[config.mk]
export PLATFORM = sky130hd
export DESIGN_NAME = lat_isqrt
export DESIGN_NICKNAME = d
export VERILOG_FILES = /design/src/hdl/lat_pkg.sv /design/src/hdl/lat_isqrt.sv
export SDC_FILE = /design/constraint.sdc
export NUM_CORES = 1
export LEC_CHECK = 0
export BUFFER_PORTS_ARGS = -buffer_cell sky130_fd_sc_hd__buf_2
export CORE_AREA = 2 2 118 120
export DETAILED_ROUTE_END_ITERATION = 8
export DIE_AREA = 0 0 120 122
export PLACE_DENSITY = 0.77
export SLEW_MARGIN = 20
export SYNTH_ARGS = -nofsm -noshare
export SYNTH_HDL_FRONTEND = slang
export SYNTH_SLANG_ARGS = --single-unit
[constraint.sdc]
create_clock -name clock -period 6.4 [get_ports clock]
set_input_delay 1.28 -clock clock [delete_from_list [all_inputs] [get_ports clock]]
set_output_delay 1.28 -clock clock [all_outputs]
set_load 0.02 [all_outputs]
[src/hdl/lat_pkg.sv]
// ----------------------------------------------------------------------------
// Landmark association table package
// Sizes, entry layout, state encoding and register indexes.
// ----------------------------------------------------------------------------
`timescale 1ns / 1ps

package lat_pkg;

   localparam int TABLE_DEPTH = 64;
   localparam int IDX_W       = (TABLE_DEPTH > 1) ? $clog2(TABLE_DEPTH) : 1;
   localparam int FILL_W      = $clog2(TABLE_DEPTH + 1);

   // divider: magnitude of dividend and divisor
   localparam int DIV_W  = 40;
   localparam int DEN_W  = 17;
   // square root: sum of four squared Q1.14 values, top bit index even
   localparam int SQ_W   = 33;
   localparam int ROOT_W = 17;

   localparam logic signed [15:0] Q_ONE   = 16'sd16384;
   localparam logic signed [31:0] Z_ONE   = 32'sd65536;
   localparam logic signed [31:0] Z_TWO   = 32'sd131072;
   localparam logic signed [31:0] Z_SPLIT = 32'sd98304;

   localparam logic [30:0] RADIUS_RST = 31'd65536;
   localparam logic [6:0]  LIMIT_RST  = 7'd100;
   localparam logic        SNAP_RST   = 1'b1;

   localparam logic CMD_OBSERVE = 1'b0;
   localparam logic CMD_CLEAR   = 1'b1;

   localparam logic [1:0] CSR_MATCH_RADIUS = 2'd0;
   localparam logic [1:0] CSR_COUNT_LIMIT  = 2'd1;
   localparam logic [1:0] CSR_SNAP_HEIGHT  = 2'd2;

   typedef struct packed {
      logic [15:0]      key;
      logic [7:0]       count;
      logic [15:0]      ident;
      logic [2:0][31:0] pos;
      logic [3:0][15:0] quat;
   } entry_type;

   localparam int ENTRY_W = $bits(entry_type);

   typedef enum logic [3:0] {
      ST_IDLE,
      ST_READ,
      ST_CMP,
      ST_MUL,
      ST_DIV_GO,
      ST_DIV_WAIT,
      ST_SQ,
      ST_SQRT_GO,
      ST_SQRT_WAIT,
      ST_NORM_GO,
      ST_NORM_WAIT,
      ST_STORE,
      ST_RESULT
   } state_type;

endpackage

[src/hdl/lat_isqrt.sv]
// ----------------------------------------------------------------------------
// Landmark association table square root
// Bit-pair integer square root, floor result, one step per cycle.
// ----------------------------------------------------------------------------
`timescale 1ns / 1ps

module lat_isqrt (
   input  logic                       clock,
   input  logic                       reset,
   input  logic                       start,
   input  logic [lat_pkg::SQ_W-1:0]   val,
   output logic                       done,
   output logic [lat_pkg::ROOT_W-1:0] root
);
   import lat_pkg::*;

   localparam int RW = SQ_W + 1;

   logic          busy_ff, busy_in;
   logic          done_ff, done_in;
   logic [RW-1:0] v_ff, v_in;
   logic [RW-1:0] r_ff, r_in;
   logic [RW-1:0] bit_ff, bit_in;
   logic [RW:0]   trial;

   always_comb begin
      trial   = {1'b0, r_ff} + {1'b0, bit_ff};
      busy_in = busy_ff;
      done_in = 1'b0;
      v_in    = v_ff;
      r_in    = r_ff;
      bit_in  = bit_ff;
      if (start) begin
         busy_in = 1'b1;
         v_in    = {1'b0, val};
         r_in    = '0;
         bit_in  = RW'(1) << (SQ_W - 1);
      end else if (busy_ff) begin
         if ({1'b0, v_ff} >= trial) begin
            v_in = v_ff - trial[RW-1:0];
            r_in = (r_ff >> 1) + bit_ff;
         end else begin
            r_in = r_ff >> 1;
         end
         bit_in = bit_ff >> 2;
         if (bit_ff[0]) begin
            busy_in = 1'b0;
            done_in = 1'b1;
         end
      end
   end

   always_ff @(posedge clock) begin
      if (reset) begin
         busy_ff <= 1'b0;
         done_ff <= 1'b0;
      end else begin
         busy_ff <= busy_in;
         done_ff <= done_in;
      end
   end

   always_ff @(posedge clock) begin
      v_ff   <= v_in;
      r_ff   <= r_in;
      bit_ff <= bit_in;
   end

   assign done = done_ff;
   assign root = r_ff[ROOT_W-1:0];

endmodule

After elaboration in Yosys (flattened, before gate mapping)

Cells that the tools add are included.

$add $sub $neg: 3
Magnitude comparators: 1
Muxes and demuxes: 8
Bitwise logic cells: 1
Reduce and logical (&&, ||, !) cells: 5

Operator list:

| kind               | number |
|---|---|
| $mux W33           | 3 |
| $add A34 B33 Y35   | 1 |
| $ge A34 B35 Y1     | 1 |
| $add A33 B33 Y34   | 1 |
| $mux W34           | 1 |
| $sub A34 B34 Y34   | 1 |
| $mux W1            | 4 |
| $reduce_and A2 Y1  | 2 |
| $reduce_bool A2 Y1 | 2 |
| $reduce_or A3 Y1   | 1 |
| $not A1 Y1         | 1 |

Flip-flop bits (word level): 87
Input port bits: 36
Logic and storage cells: 24

Longest topological paths before layout

Depth in word-level cells: 5
Gate-level depth with buffers: 22

Worst setup path after synthesis

Ideal clock, no wire load.

Path kind: register to register
Start: register r_ff[2]
End: register v_ff[0] (enable)
Arrival: 6.190 ns
Required time: 5.931 ns
Slack: -0.259 ns
Stages on the path, launching flop included: 19
Path buffers: 1
Clock period less this slack: 6.659 ns
Cells stage by stage: dfxtp_1 -> ha_1 -> a31o_2 -> a31oi_1 -> o21bai_1 -> a21boi_0 -> o311ai_0 -> a31o_2 -> xnor2_1 -> ha_1 -> nand2_1 -> o211ai_1 -> a211o_1 -> and3_1 -> o2111ai_1 -> o21ai_4 -> nand2_4 -> buf_4 -> o21ai_0

Longest elaborated chain between the ends: 4

Ends and longest elaborated chain:

| element                      | line            | text |
|---|---|---|
| start: declaration           | lat_isqrt.sv:22 | `logic [RW-1:0] r_ff, r_in;` |
| start signal: assignment     | lat_isqrt.sv:65 | `r_ff <= r_in;` |
| $add A34 B33 Y35             | lat_isqrt.sv:27 | `trial = {1'b0, r_ff} + {1'b0, bit_ff};` |
| $ge A34 B35 Y1               | lat_isqrt.sv:39 | `if ({1'b0, v_ff} >= trial) begin` |
| $reduce_bool A2 Y1 (no line) | --              |  |
| $reduce_and A2 Y1 (no line)  | --              |  |
| end signal: assignment       | lat_isqrt.sv:64 | `v_ff <= v_in;` |
| end: declaration             | lat_isqrt.sv:21 | `logic [RW-1:0] v_ff, v_in;` |

No other way between the ends.
A chain may end at the register's enable or synchronous reset.

Worst setup path after layout

Start: register r_ff[2]
End: register r_ff[6]

Longest elaborated chain between the ends: 3

Ends and longest elaborated chain:

| element          | line |
|---|---|
| $add A34 B33 Y35 | lat_isqrt.sv:27 |
| $ge A34 B35 Y1   | lat_isqrt.sv:39 |
| $mux W34 (*)     | lat_isqrt.sv:39 |

Every way passes the cells marked *; elsewhere a longest branch is shown, timed or not.

==> impl_metrics.tcl <==
set metrics [dict create \
    criticalPathCategory "reg2reg" \
    cts_resized 0 \
    p_seq_share_pct 25.1 \
    place.gp.congestion 0.8886 \
    netlist.area_leader.share_pct 14.63 \
    ys_seq_elements 87 \
    setup_tns_ns 0 \
    io-pin-count 54 \
    critical_path_arrival_ns 6.05 \
    routed_wl_um 18090 \
    die_w_um 120 \
    synthTopCellsByArea "dfxtp_1, edfxtp_1, ha_1" \
    start_util_pct 54.70 \
    die_area_um2 14640 \
    p_clk_share_pct 15.4 \
    p_leak_nw 3.097 \
    synth_area_leader_cell "dfxtp_1" \
    place_hpwl_um 12990 \
    die_h_um 122 \
    drtIter0Drc 596 \
    clockBufferDepth 2 \
    h-tree-depth 3 \
    power.internal_mw 1.942 \
    drv_slew 0 \
    fin_worst_skew_ns 0.01311 \
    n_fill_cell 1263 \
    hold-worst-slack_ns 0.4965 \
    viasPerCell 6.111 \
    grt_pass1_wl_um 30200 \
    finalSetupViolations 0 \
    synth_xor_area_share_pct 8.062 \
    yosysMostFrequentCell "nand2_1" \
    layout-drive-gt1-share_pct 10.46 \
    io_buffers 53 \
    drt-pass1-iter-count 5 \
    max_freq_mhz 172.8 \
    pre_cts_ws_ns 0.7378 \
    synthSimpleGateAreaFrac_pct 17.65 \
    status "completed" \
    syn2layout_area_growth_pct 7.825 \
    grt_usage_pct 25.50 \
    postSynthCellCount 884 \
    grt_pass1_vias 6276 \
    p_sw_share_pct 46.31 \
    diodes 0 \
    fin_crit_sh_pct 90.40 \
    cts-hold-fix-buffers 0 \
    antenna_found_initial 0 \
    clk_latency_ns 0.36 \
    grt_max_degree 84 \
    powerDensity_nw_per_um2 454.1 \
    hold_class "reg2reg" \
    clk_pin_slew_worst_paths_ns 0.07 \
    p_sw_mw 1.675 \
    overflow 0 \
    synthFlopType "dfxtp_1" \
    min_from "v_ff[33]" \
    dp_cells 1072 \
    ys_types 70 \
    cts_setup_buffers 0 \
    cts-root-buf "clkbuf_16" \
    fin_cells 1088 \
    yosys.area_share.adder_pct 12.13 \
    ys.warnings.count 0 \
    cts.sinks 87 \
    rows 43 \
    cts_buffers 9 \
    yosys-top-cells-count "nand2_1, ha_1, nor2_1" \
    synth-edff-count 33 \
    synthesis.area_um2 7387 \
    wl_per_cell_um 16.62 \
    synth_top_family_by_area "compound AO/OA/AOI/OAI gates" \
    r2r-start "r_ff[2]" \
    dr_total_vias 6649 \
    critPathLaunchType "flop" \
    rsz0062_at_grt "no" \
    cts_tree "yes" \
    worst_slew_pin_slew_ns 0.8750 \
    synthMuxAreaShare_pct 3.320 \
    peakVddDrop_mv 0.2542 \
    async_flop_share_pct 0 \
    cp-end-kind "flop" \
    critPathRequiredTime_ns 6.66 \
    cp-startpoint "r_ff[2]" \
    synth_nets 991 \
    synth-compound-area-share_pct 25.66 \
    p_total_mw 3.617 \
    hold_viol 0 \
    final_nets 1010 \
    fin_ws_ns 0.6144 \
    ant_nets 0 \
    period_needed_ns 5.786 \
    coreArea_um2 13500 \
    slew_headroom_pct 41.67 \
    drc 0 \
    path_max_fanout 18 \
    syn_avg_cell_area_um2 8.356 \
    yosysSeqAreaShare_pct 28.05 \
    maxCapViolCount 0 \
    share_comb_of_total_power_pct 59.5 \
]
[power groups by stage]
stage / Sequential (mW) / Clock [mW] / Combinational, mW
after floorplan: 0.872 / 0 / 1.74
after global placement: 0.915 / 0 / 2.08
after detailed placement: 0.918 / 0 / 2.10
after CTS: 0.909 / 0.562 / 2.12
after global routing: 0.926 / 0.584 / 2.40
final: 0.909 / 0.555 / 2.15
[cell usage in the layout (no fill, tap or decap), drive strengths merged, types with 16 or more instances in the layout]
| master | n |
|---|---|
| o21ai | 71 |
| xnor2 | 26 |
| nor2 | 66 |
| a31oi | 31 |
| mux2i | 20 |
| dfxtp | 54 |
| buf | 59 |
| edfxtp | 33 |
| xor2 | 42 |
| nand4 | 16 |
| nand3 | 26 |
| a211oi | 16 |
| a311oi | 16 |
| nand2 | 91 |
| ha | 70 |
| inv | 28 |
| a21oi | 54 |
[cell families (layout without fill, tap and decap cells)]
group | after synthesis | after routing
AND/OR/NAND/NOR | 271 | 271
adder cells (fa/ha/maj) | 71 | 71
AO/OA/AOI/OAI | 285 | 285
buffers and inverters | 78 | 102
XOR/XNOR | 68 | 68
multiplexers | 24 | 24
flip-flops | 87 | 87
[per-layer routing]
metal / part of all wire [%] / track usage (%) / up-vias
li1: - / - / 3344
met1: 45 / 33.33 / 3097
met2: 47 / 42.40 / 177
met3: 5.1 / 4.822 / 31
met4: 2.2 / 8.529 / 0
met5: 0 / 0 / -
[final timing paths]
kind,endpoint,slack [ns],depth (start not counted)
max,r_ff[6],0.61,18
min,v_ff[33],0.50,2
max reg2reg,r_ff[6],0.61,18
min reg2reg,v_ff[33],0.50,2
[cell type report]
class,instances,area [µm²],area share [%]
clock buffers,13,292.8,3.676
clock inverters,3,20.02,0.2513
inverters,27,101.3,1.272
multi-input cells,719,4940,62.02
flip-flops and latches,87,2073,26.03
well taps,180,225.2,2.828
repair buffers,59,312.8,3.927
[metrics by stage]
stage	util, %	instance area, µm²
detailed placement	56.67	7652
CTS	58.98	7965
global placement	56.67	7652
global route	58.98	7965
finish	58.98	7965
floorplan	-	7387
[flip-flops by register name (all words and copies together), names as in the netlist]
register and count:
done 1, r_ff 34, bit_ff 17, v_ff 34, busy_ff 1
[critical path: stages, from the launching register on]
cell and delay [ns]:
dfxtp_1 0.43, ha_1 0.30, a31o_2 0.26, a31oi_1 0.25, o21bai_1 0.18, a21boi_0 0.46, o311ai_0 0.31, a31o_2 0.34
xnor2_1 0.13, ha_1 0.40, nand2_1 0.12, o211ai_1 0.17, a211o_1 0.11, and3_1 0.23, o2111ai_1 0.20, o21ai_4 0.51
and2_1 0.76, o311ai_1 0.23, a311oi_1 0.30
(Power assumes the default switching activity.)
