## src/hdl/lat_pkg.sv

```systemverilog
// ----------------------------------------------------------------------------
// Landmark association table package
// Sizes, entry layout, state encoding and register indexes.
// ----------------------------------------------------------------------------
`timescale 1ns / 1ps

package lat_pkg;

   localparam int TABLE_DEPTH = 64;
   localparam int IDX_W       = (TABLE_DEPTH > 1) ? $clog2(TABLE_DEPTH) : 1;
   localparam int FILL_W      = $clog2(TABLE_DEPTH + 1);

   // divider: magnitude of dividend and divisor
   localparam int DIV_W  = 40;
   localparam int DEN_W  = 17;
   // square root: sum of four squared Q1.14 values, top bit index even
   localparam int SQ_W   = 33;
   localparam int ROOT_W = 17;

   localparam logic signed [15:0] Q_ONE   = 16'sd16384;
   localparam logic signed [31:0] Z_ONE   = 32'sd65536;
   localparam logic signed [31:0] Z_TWO   = 32'sd131072;
   localparam logic signed [31:0] Z_SPLIT = 32'sd98304;

   localparam logic [30:0] RADIUS_RST = 31'd65536;
   localparam logic [6:0]  LIMIT_RST  = 7'd100;
   localparam logic        SNAP_RST   = 1'b1;

   localparam logic CMD_OBSERVE = 1'b0;
   localparam logic CMD_CLEAR   = 1'b1;

   localparam logic [1:0] CSR_MATCH_RADIUS = 2'd0;
   localparam logic [1:0] CSR_COUNT_LIMIT  = 2'd1;
   localparam logic [1:0] CSR_SNAP_HEIGHT  = 2'd2;

   typedef struct packed {
      logic [15:0]      key;
      logic [7:0]       count;
      logic [15:0]      ident;
      logic [2:0][31:0] pos;
      logic [3:0][15:0] quat;
   } entry_type;

   localparam int ENTRY_W = $bits(entry_type);

   typedef enum logic [3:0] {
      ST_IDLE,
      ST_READ,
      ST_CMP,
      ST_MUL,
      ST_DIV_GO,
      ST_DIV_WAIT,
      ST_SQ,
      ST_SQRT_GO,
      ST_SQRT_WAIT,
      ST_NORM_GO,
      ST_NORM_WAIT,
      ST_STORE,
      ST_RESULT
   } state_type;

endpackage

```

## src/hdl/lat_divider.sv

```systemverilog
// ----------------------------------------------------------------------------
// Landmark association table divider
// Unsigned restoring divider, one quotient bit per cycle.
// ----------------------------------------------------------------------------
`timescale 1ns / 1ps

module lat_divider (
   input  logic                      clock,
   input  logic                      reset,
   input  logic                      start,
   input  logic [lat_pkg::DIV_W-1:0] num,
   input  logic [lat_pkg::DEN_W-1:0] den,
   output logic                      done,
   output logic [lat_pkg::DIV_W-1:0] quo
);
   import lat_pkg::*;

   localparam int CNT_W = $clog2(DIV_W + 1);

   logic             busy_ff, busy_in;
   logic             done_ff, done_in;
   logic [CNT_W-1:0] cnt_ff, cnt_in;
   logic [DEN_W-1:0] rem_ff, rem_in;
   logic [DEN_W-1:0] den_ff, den_in;
   logic [DIV_W-1:0] quo_ff, quo_in;
   logic [DEN_W:0]   trial;
   logic [DEN_W:0]   diff;
   logic             ge;

   always_comb begin
      trial   = {rem_ff, quo_ff[DIV_W-1]};
      diff    = trial - {1'b0, den_ff};
      ge      = trial >= {1'b0, den_ff};
      busy_in = busy_ff;
      done_in = 1'b0;
      cnt_in  = cnt_ff;
      rem_in  = rem_ff;
      den_in  = den_ff;
      quo_in  = quo_ff;
      if (start) begin
         busy_in = 1'b1;
         cnt_in  = CNT_W'(DIV_W);
         rem_in  = '0;
         den_in  = den;
         quo_in  = num;
      end else if (busy_ff) begin
         rem_in = ge ? diff[DEN_W-1:0] : trial[DEN_W-1:0];
         quo_in = {quo_ff[DIV_W-2:0], ge};
         cnt_in = cnt_ff - 1'b1;
         if (cnt_ff == CNT_W'(1)) begin
            busy_in = 1'b0;
            done_in = 1'b1;
         end
      end
   end

   always_ff @(posedge clock) begin
      if (reset) begin
         busy_ff <= 1'b0;
         done_ff <= 1'b0;
         cnt_ff  <= '0;
      end else begin
         busy_ff <= busy_in;
         done_ff <= done_in;
         cnt_ff  <= cnt_in;
      end
   end

   always_ff @(posedge clock) begin
      rem_ff <= rem_in;
      den_ff <= den_in;
      quo_ff <= quo_in;
   end

   assign done = done_ff;
   assign quo  = quo_ff;

endmodule

```

## config.mk

```make
export PLATFORM = sky130hd
export DESIGN_NAME = lat_divider
export DESIGN_NICKNAME = d
export VERILOG_FILES = /design/src/hdl/lat_pkg.sv /design/src/hdl/lat_divider.sv
export SDC_FILE = /design/constraint.sdc
export NUM_CORES = 1
export LEC_CHECK = 0
export BUFFER_PORTS_ARGS = -buffer_cell sky130_fd_sc_hd__clkbuf_2
export CAP_MARGIN = 20
export CELL_PAD_IN_SITES_DETAIL_PLACEMENT = 0
export CELL_PAD_IN_SITES_GLOBAL_PLACEMENT = 2
export CORE_MARGIN = 10
export CORE_UTILIZATION = 37
export CTS_CLUSTER_SIZE = 30
export DETAILED_ROUTE_END_ITERATION = 16
export GPL_TIMING_DRIVEN = 0
export PLACE_DENSITY_LB_ADDON = 0.15
export SLEW_MARGIN = 10
export SYNTH_ARGS = -nofsm -noshare
export SYNTH_HDL_FRONTEND = slang
export SYNTH_SLANG_ARGS = --single-unit
```

## constraint.sdc

```tcl
create_clock -name clock -period 6.3 [get_ports clock]
set_input_delay 0.63 -clock clock [delete_from_list [all_inputs] [get_ports clock]]
set_output_delay 0.63 -clock clock [all_outputs]
set_load 0.01 [all_outputs]
```

; Yosys cells after proc, flatten, opt, wreduce, memory -nomap -nowiden
; Index checks and enable logic that the tools add are counted.
[totals]
output_inout_bits = 41
elab_cells = 24
inputBits = 60
register_bits = 82
[op_classes]
n_mux = 9
n_eq_ne = 1
n_addsub = 2
magnitude_cmp = 1
n_bitwise = 1
n_reduce_logical = 3
[ops]
columns = op, count
row1 = $mux W40, 2
row2 = $ge A18 B17 Y1, 1
row3 = $mux W17, 1
row4 = $sub A17 B17 Y17, 1
row5 = $mux W6, 2
row6 = $eq A6 B1 Y1 const B, 1
row7 = $sub A6 B1 Y6 const B, 1
row8 = $mux W1, 4
row9 = $reduce_or A3 Y1, 1
row10 = $reduce_bool A2 Y1, 1
row11 = $reduce_or A2 Y1, 1
row12 = $not A1 Y1, 1

; Longest topological paths before layout
; Gate-level depths: netlist (run 1).
[logic_depth]
ltp_word = 4
ltp_mapped = 11
ltp_nobuf = 10

; Worst setup path after synthesis (run 1)
; No wires, ideal clock.
[synth_timing]
path_kind = register to register
startpoint = reg quo_ff[39], in the netlist quo[39]
endpoint = reg quo_ff[0], in the netlist quo[0] (data pin)
setup_time_ps = 260
path_slack_ps = 3597
stages_incl_launch_ff = 11
arrival_time_ps = 2444
required_ps = 6040
n_path_buf = 0
period_less_slack_ps = 2703
cell_sequence = edfxtp_1 > inv_1 > ha_1 > inv_1 > fa_1 > a21o_1 > a221oi_2 > or2_1 > a31o_2 > nand2_1 > mux2_2
[synth_between]
elab_chain_len = 3
[synth_rtl]
columns = element, line
row1 = start: declaration, lat_divider.sv:25  ; logic [DIV_W-1:0] quo_ff, quo_in;
row2 = start signal: assignment, lat_divider.sv:72  ; quo_ff <= quo_in;
row3 = $ge A18 B17 Y1, lat_divider.sv:33  ; ge = trial >= {1'b0, den_ff};
row4 = $mux W40, lat_divider.sv:46  ; end else if (busy_ff) begin
row5 = $mux W40, lat_divider.sv:40  ; if (start) begin
row6 = net quo_in[0], lat_divider.sv:25
; The timed path passes the listed nets, and every way through them passes these cells. The select of a mux whose other input is x is not followed.
; A chain may end at the register's enable or synchronous reset.

; Worst setup path in the final report (run 1)
; Ends and elaborated chain as after synthesis.

==> results of run 1 <==
cell families after synthesis:
| logic type | count (synthesis) | synth area share (%) |
|---|---|---|
| AO/OA/AOI/OAI | 94 | 15.9 |
| flip-flops | 82 | 50.9 |
| multiplexers | 40 | 10.4 |
| buffers and inverters | 41 | 3.88 |
| adder cells (fa/ha/maj) | 20 | 5.93 |
| XOR/XNOR | 14 | 2.82 |
| AND/OR/NAND/NOR | 89 | 10.2 |
Yosys cell counts, types with 10 or more instances:
cell type | count | share of area [%]
a21o_1 | 10 | 1.7
a21oi_1 | 14 | 1.6
a311oi_1 | 13 | 2.6
clkbuf_1 | 10 | 0.86
dfxtp_1 | 25 | 12
edfxtp_1 | 57 | 39
ha_1 | 19 | 5.5
inv_1 | 22 | 1.9
mux2_2 | 40 | 10
nand2_1 | 19 | 1.6
nand3_1 | 12 | 1.4
nor2_1 | 27 | 2.3
power breakdown:
part | leakage [nW] | switching, mW | internal (mW) | total [mW]
clock network | 0.133 | 0.218 | 0.276 | 0.494
registers | 0.774 | 0.0282 | 0.635 | 0.663
logic | 1.32 | 0.178 | 0.136 | 0.314
area by class of cell:
class,instances,area share [%]
buffer,19,1.62
clock buffer,11,4.57
clock inverter,5,0.565
inverter,22,1.55
multi-input combinational,257,37.0
sequential,82,41.6
tap,143,3.37
timing repair buffer,100,9.70
metrics by stage:
| step | power, mW | instances |
|---|---|---|
| final | 1.47 | 639 |
| after global routing | 1.55 | 639 |
| after CTS | 1.49 | 639 |
| after detailed placement | 0.989 | 623 |
| after global placement | 0.985 | 622 |
| after floorplan | 0.878 | 380 |
worst max-delay path, cell delays in order, from the launching register on:
cell and delay, ps:
edfxtp_1 390, inv_1 90, ha_1 180, inv_1 60, fa_1 410, a21o_1 240
a221oi_2 430, or2_1 280, a31o_2 260, nand2_1 150, mux2_2 330
routing by layer:
metal | vias to the layer above | global-route usage, %
met5 | - | 0
met2 | 123 | 22.0
li1 | 1669 | -
met1 | 1613 | 18.4
met3 | 12 | 6.37
met4 | 0 | 6.16
registers in the layout (all words and copies together), names as in the netlist:
register / count
quo: 40
den_ff: 17
rem_ff: 17
cnt_ff: 6
busy_ff: 1
done: 1
path summary, 6_finish.rpt:
| path | cells past startpoint | to |
|---|---|---|
| min reg2reg | 2 | rem_ff[5] |
| max | 10 | quo[0] |
| max reg2reg | 10 | quo[0] |
| min | 1 | den_ff[2] |
==> flow_summary.json, run 1 <==
{
  "outcome": "finished clean",
  "top_layer": "met4",
  "drcViolationCount": 0,
  "die-height_um": 128,
  "clock_latency_ps": 340,
  "fp.coreArea_um2": 11500,
  "drtAntennaViolNets": 0,
  "ys_ff_latch": 82,
  "multi_input_area_um2": 1970,
  "n_antenna_cell": 0,
  "worstPathMaxFanout": 5,
  "drive_above_1_share_pct": 33.7,
  "seq_area_frac_synth_pct": 50.9,
  "syn_area_um2": 4350,
  "htree_levels": 3,
  "p_leak_nw": 2.23,
  "start_kind": "flip-flop",
  "post_dp_cell_area_um2": 5040,
  "final_util_pct": 46.4,
  "grt_pass1_vias": 3603,
  "rsz0062_at_grt": "no",
  "fin_skew_ps": 5.98,
  "via_per_inst": 5.35,
  "cts_buffers": 9,
  "layout_common_cells": "clkbuf_2 (99), edfxtp_1 (57), mux2_2 (40)",
  "rows": 39,
  "wl_met1_um": 5280,
  "clockBufferDepth": 2,
  "place_congestion": 0.812,
  "synth-main-ff-cell": "edfxtp_1",
  "maxSlewViolCount": 0,
  "area_growth_pct": 22.2,
  "drt_iter0_markers": 187,
  "dr.pass1.iters": 4,
  "fmax_mhz": 325,
  "cp-startpoint": "quo[39]",
  "vdd_ir_drop_max_uv": 151,
  "synth_cells": 380,
  "max_slew_margin_pct": 55.7,
  "p_per_area_nw_per_um2": 277,
  "hp-class": "input port to flip-flop",
  "r2r-start": "quo[39]",
  "wl_per_cell_um": 18.8,
  "start_util_pct": 37.9,
  "fin_setup_tns_ps": 0,
  "syn_avg_cell_area_um2": 11.4,
  "final_common_cell": "clkbuf_2",
  "cap_violations": 0,
  "yosysWarningCount": 0,
  "hp-start": "den[2]",
  "vias": 3417,
  "ff_latch_area_um2": 2210,
  "dpl_worst_slack_ps": 3240,
  "fillers": 1099,
  "setup_ws_ps": 3230,
  "hold_buffers": 0,
  "cts_resized": 0,
  "fin_hold_ws_ps": 462,
  "clock_tree.root_cell": "clkbuf_16",
  "reg2reg_slack_ps": 3230,
  "die_w_um": 128,
  "grt_max_degree": 27,
  "arrival_ps": 3160,
  "cts_tree": "yes",
  "dieArea_um2": 16500,
  "portBuffers": 99,
  "min_period_ps": 3070,
  "drt_wl_total_um": 12000,
  "hold_viol": 0,
  "antenna_found_initial": 0,
  "async_flop_share_pct": 0,
  "worstSetupPathType": "flip-flop to flip-flop",
  "syn_nets": 460,
  "grt_pass1_wl_um": 19200,
  "worstSetupEndpointType": "flip-flop",
  "clkSinkCount": 82,
  "crit_required_ps": 6390,
  "synth_edf_count": 57,
  "timing.final.crit_share_pct": 48.8,
  "grt_usage_pct": 14.8,
  "fin_nets": 571,
  "grt_overflow": 0,
  "synth_cell_types": 54,
  "path_clk_slew_ps": 60,
  "stdcell_area_um2": 5320,
  "worst_slew_pin_slew_ps": 665,
  "dr_wl_met2_um": 5440,
  "setup_viol": 0,
  "dpl.hpwl_um": 8740,
  "wl_met3_um": 1100,
  "post_cts_buffers": 0,
  "io_pins": 101
}
Power figures use the tool's default switching activity.
==> run 2, diff against run 1 <==
--- a/config.mk
+++ b/config.mk
@@ -10,7 +10,7 @@
 export CELL_PAD_IN_SITES_DETAIL_PLACEMENT = 0
 export CELL_PAD_IN_SITES_GLOBAL_PLACEMENT = 2
 export CORE_MARGIN = 10
-export CORE_UTILIZATION = 37
+export CORE_UTILIZATION = 31
 export CTS_CLUSTER_SIZE = 30
 export DETAILED_ROUTE_END_ITERATION = 16
 export GPL_TIMING_DRIVEN = 0
==> constraint.sdc (replaced) <==
create_clock -name clock -period 2.77 [get_ports clock]
set_input_delay 0.277 -clock clock [delete_from_list [all_inputs] [get_ports clock]]
set_output_delay 0.277 -clock clock [all_outputs]
set_load 0.01 [all_outputs]
==> run 2 against run 1 <==
- setup slack lost 3100 ps
- die area rose by 16%
- clock skew fell by 0.96 ps
- critical path type unchanged
==> flow_summary.json, run 2 (synthesis gave the netlist of run 1 again) <==
{
  "path_common_cell": "inv_2",
  "hp-class": "input port to flip-flop",
  "maxSlewViolCount": 0,
  "min_period_ps": 2650,
  "hold_viol": 0,
  "fmax_mhz": 378,
  "cap_violations": 0,
  "critPathSlowestCell": "edfxtp_1",
  "fin_nets": 581,
  "clockBufferDepth": 2,
  "dieArea_um2": 19200,
  "start_kind": "flip-flop",
  "crit_path_max_incr_delay_ps": 400,
  "drt_wl_total_um": 12600,
  "worstSetupEndpointType": "flip-flop",
  "antenna_found_initial": 0,
  "p_per_area_nw_per_um2": 629,
  "wl_per_cell_um": 18.4,
  "path_clk_slew_ps": 70,
  "rows": 43,
  "final_util_pct": 40.6,
  "seqPwrFrac_pct": 42.7,
  "combPwrFrac_pct": 22.2,
  "max_slew_margin_pct": 51.3,
  "clock_latency_ps": 350,
  "dpl.hpwl_um": 9000,
  "hp-start": "den[2]",
  "cts_buffers": 9,
  "fp.coreArea_um2": 13800,
  "layout_common_cells": "clkbuf_2 (100), edfxtp_1 (57), mux2_2 (40)",
  "rsz0062_at_grt": "no",
  "r2r-start": "quo[39]",
  "worst_slew_pin_slew_ps": 726,
  "hold_depth": 1,
  "crit_required_ps": 2960,
  "largest_reg_flops": 40,
  "clock_tree.root_cell": "clkbuf_16",
  "via_per_inst": 5.07,
  "worstSetupPathType": "flip-flop to flip-flop",
  "grt_pass1_vias": 3656,
  "p_leak_nw": 2.31,
  "p_sw_share_pct": 29.2,
  "clkSinkCount": 82,
  "drive_above_1_share_pct": 38.9,
  "crit_buf_inv": 3,
  "grt_pass1_wl_um": 19700,
  "cts_tree": "yes",
  "worstPathMaxFanout": 7,
  "setup_viol": 0,
  "clock_power_share_pct": 35.1,
  "n_antenna_cell": 0,
  "final_common_cell": "clkbuf_2",
  "die-height_um": 138,
  "fin_skew_ps": 5.02,
  "r2r_cells": 11,
  "grt_overflow": 0,
  "grt_usage_pct": 12.7,
  "drtAntennaViolNets": 0,
  "hold_buffers": 0,
  "die_w_um": 138,
  "drcViolationCount": 0,
  "grt_max_degree": 33,
  "worst_r2r_endpoint": "rem_ff[11]",
  "reg2reg_slack_ps": 120,
  "power.internal_mw": 2.50,
  "power_switching_mw": 1.03,
  "drt_iter0_markers": 111,
  "htree_levels": 3,
  "outcome": "finished clean",
  "multi_input_area_um2": 2080,
  "ff_latch_area_um2": 2210,
  "vdd_ir_drop_max_uv": 408,
  "start_util_pct": 31.4,
  "min_delay_worst_endpoint": "den_ff[2]",
  "fillers": 1365,
  "dr.pass1.iters": 4,
  "crit_family": "compound AO/OA/AOI/OAI gates",
  "timing.final.crit_share_pct": 95.6,
  "p_total_mw": 3.53,
  "area_growth_pct": 29.3,
  "vias": 3480,
  "path_cells": "inv_2 > ha_4 > inv_2 > fa_2 > a21o_4 > a221oi_4 > or2_4 > a31oi_4 > buf_8 > o211ai_1 > a311oi_2",
  "arrival_ps": 2840,
  "io_pins": 101,
  "portBuffers": 99,
  "place_congestion": 0.807
}
-- run 2: changes by cell type in the layout (fill, tap and decap cells not counted), sizes merged --
cell    before  now
clkinv       4    2
inv         22   25
buf         10   18
bufinv       0    1
-- run 2: timing repair --
item,CTS,global route
gates resized for setup,5,26
gates cloned,0,1
setup endpoints to repair,18,18
pin swaps,1,8
buffers inserted,1,8
-- run 2: metrics by stage --
stage	worst slack (ps)	cell area (µm²)	TNS (ps)	cells	hold slack, ps
2_1_floorplan	66.5	4350	0	380	376
3_3_place_gp	-427	5070	-20780	659	455
3_5_place_dp	-334	5090	-4190	660	456
4_1_cts	4.24	5420	0	677	89.2
5_1_grt	0.443	5620	0	686	83.4
6_report	122	5620	0	686	102
-- run 2: cell type report --
class / instances / area share (%)
clock buffer: 9 / 4.01
clock inverter: 7 / 1.36
buffer: 19 / 1.78
tap: 180 / 4.01
sequential: 82 / 39.4
timing repair buffer: 110 / 11.0
multi-input combinational: 257 / 37.0
inverter: 22 / 1.47
-- run 2: worst max path at each step --
| stage | from | end | slack, ps | cells after the start |
|---|---|---|---|---|
| 6_report | quo[39] | rem_ff[11] | 120 | 11 |
| 5_1_grt | quo[39] | rem_ff[11] | 0.4 | 11 |
| 4_1_cts | quo[39] | quo[0] | 4 | 10 |
| 3_5_place_dp | quo[39] | quo[0] | -330 | 10 |
| 3_3_place_gp | start | quo[33] | -430 | 4 |
| 2_1_floorplan | quo[39] | quo[0] | 70 | 10 |
-- run 2: power by group through the flow --
| stage | sequential (mW) | clock [mW] | combinational, mW |
|---|---|---|---|
| floorplan | 1.55 | 0 | 0.443 |
| global route | 1.52 | 1.33 | 0.867 |
| global placement | 1.53 | 0 | 0.715 |
| CTS | 1.51 | 1.28 | 0.737 |
| finish | 1.51 | 1.24 | 0.784 |
| detailed placement | 1.53 | 0 | 0.723 |
-- run 2: layer usage --
| layer | share of wire, % | vias up | GRT usage [%] |
|---|---|---|---|
| li1 | - | 1691 | - |
| met1 | 46 | 1683 | 15.6 |
| met2 | 44 | 92 | 18.6 |
| met3 | 8.4 | 14 | 6.71 |
| met4 | 1.7 | 0 | 4.33 |
| met5 | 0 | - | 0 |
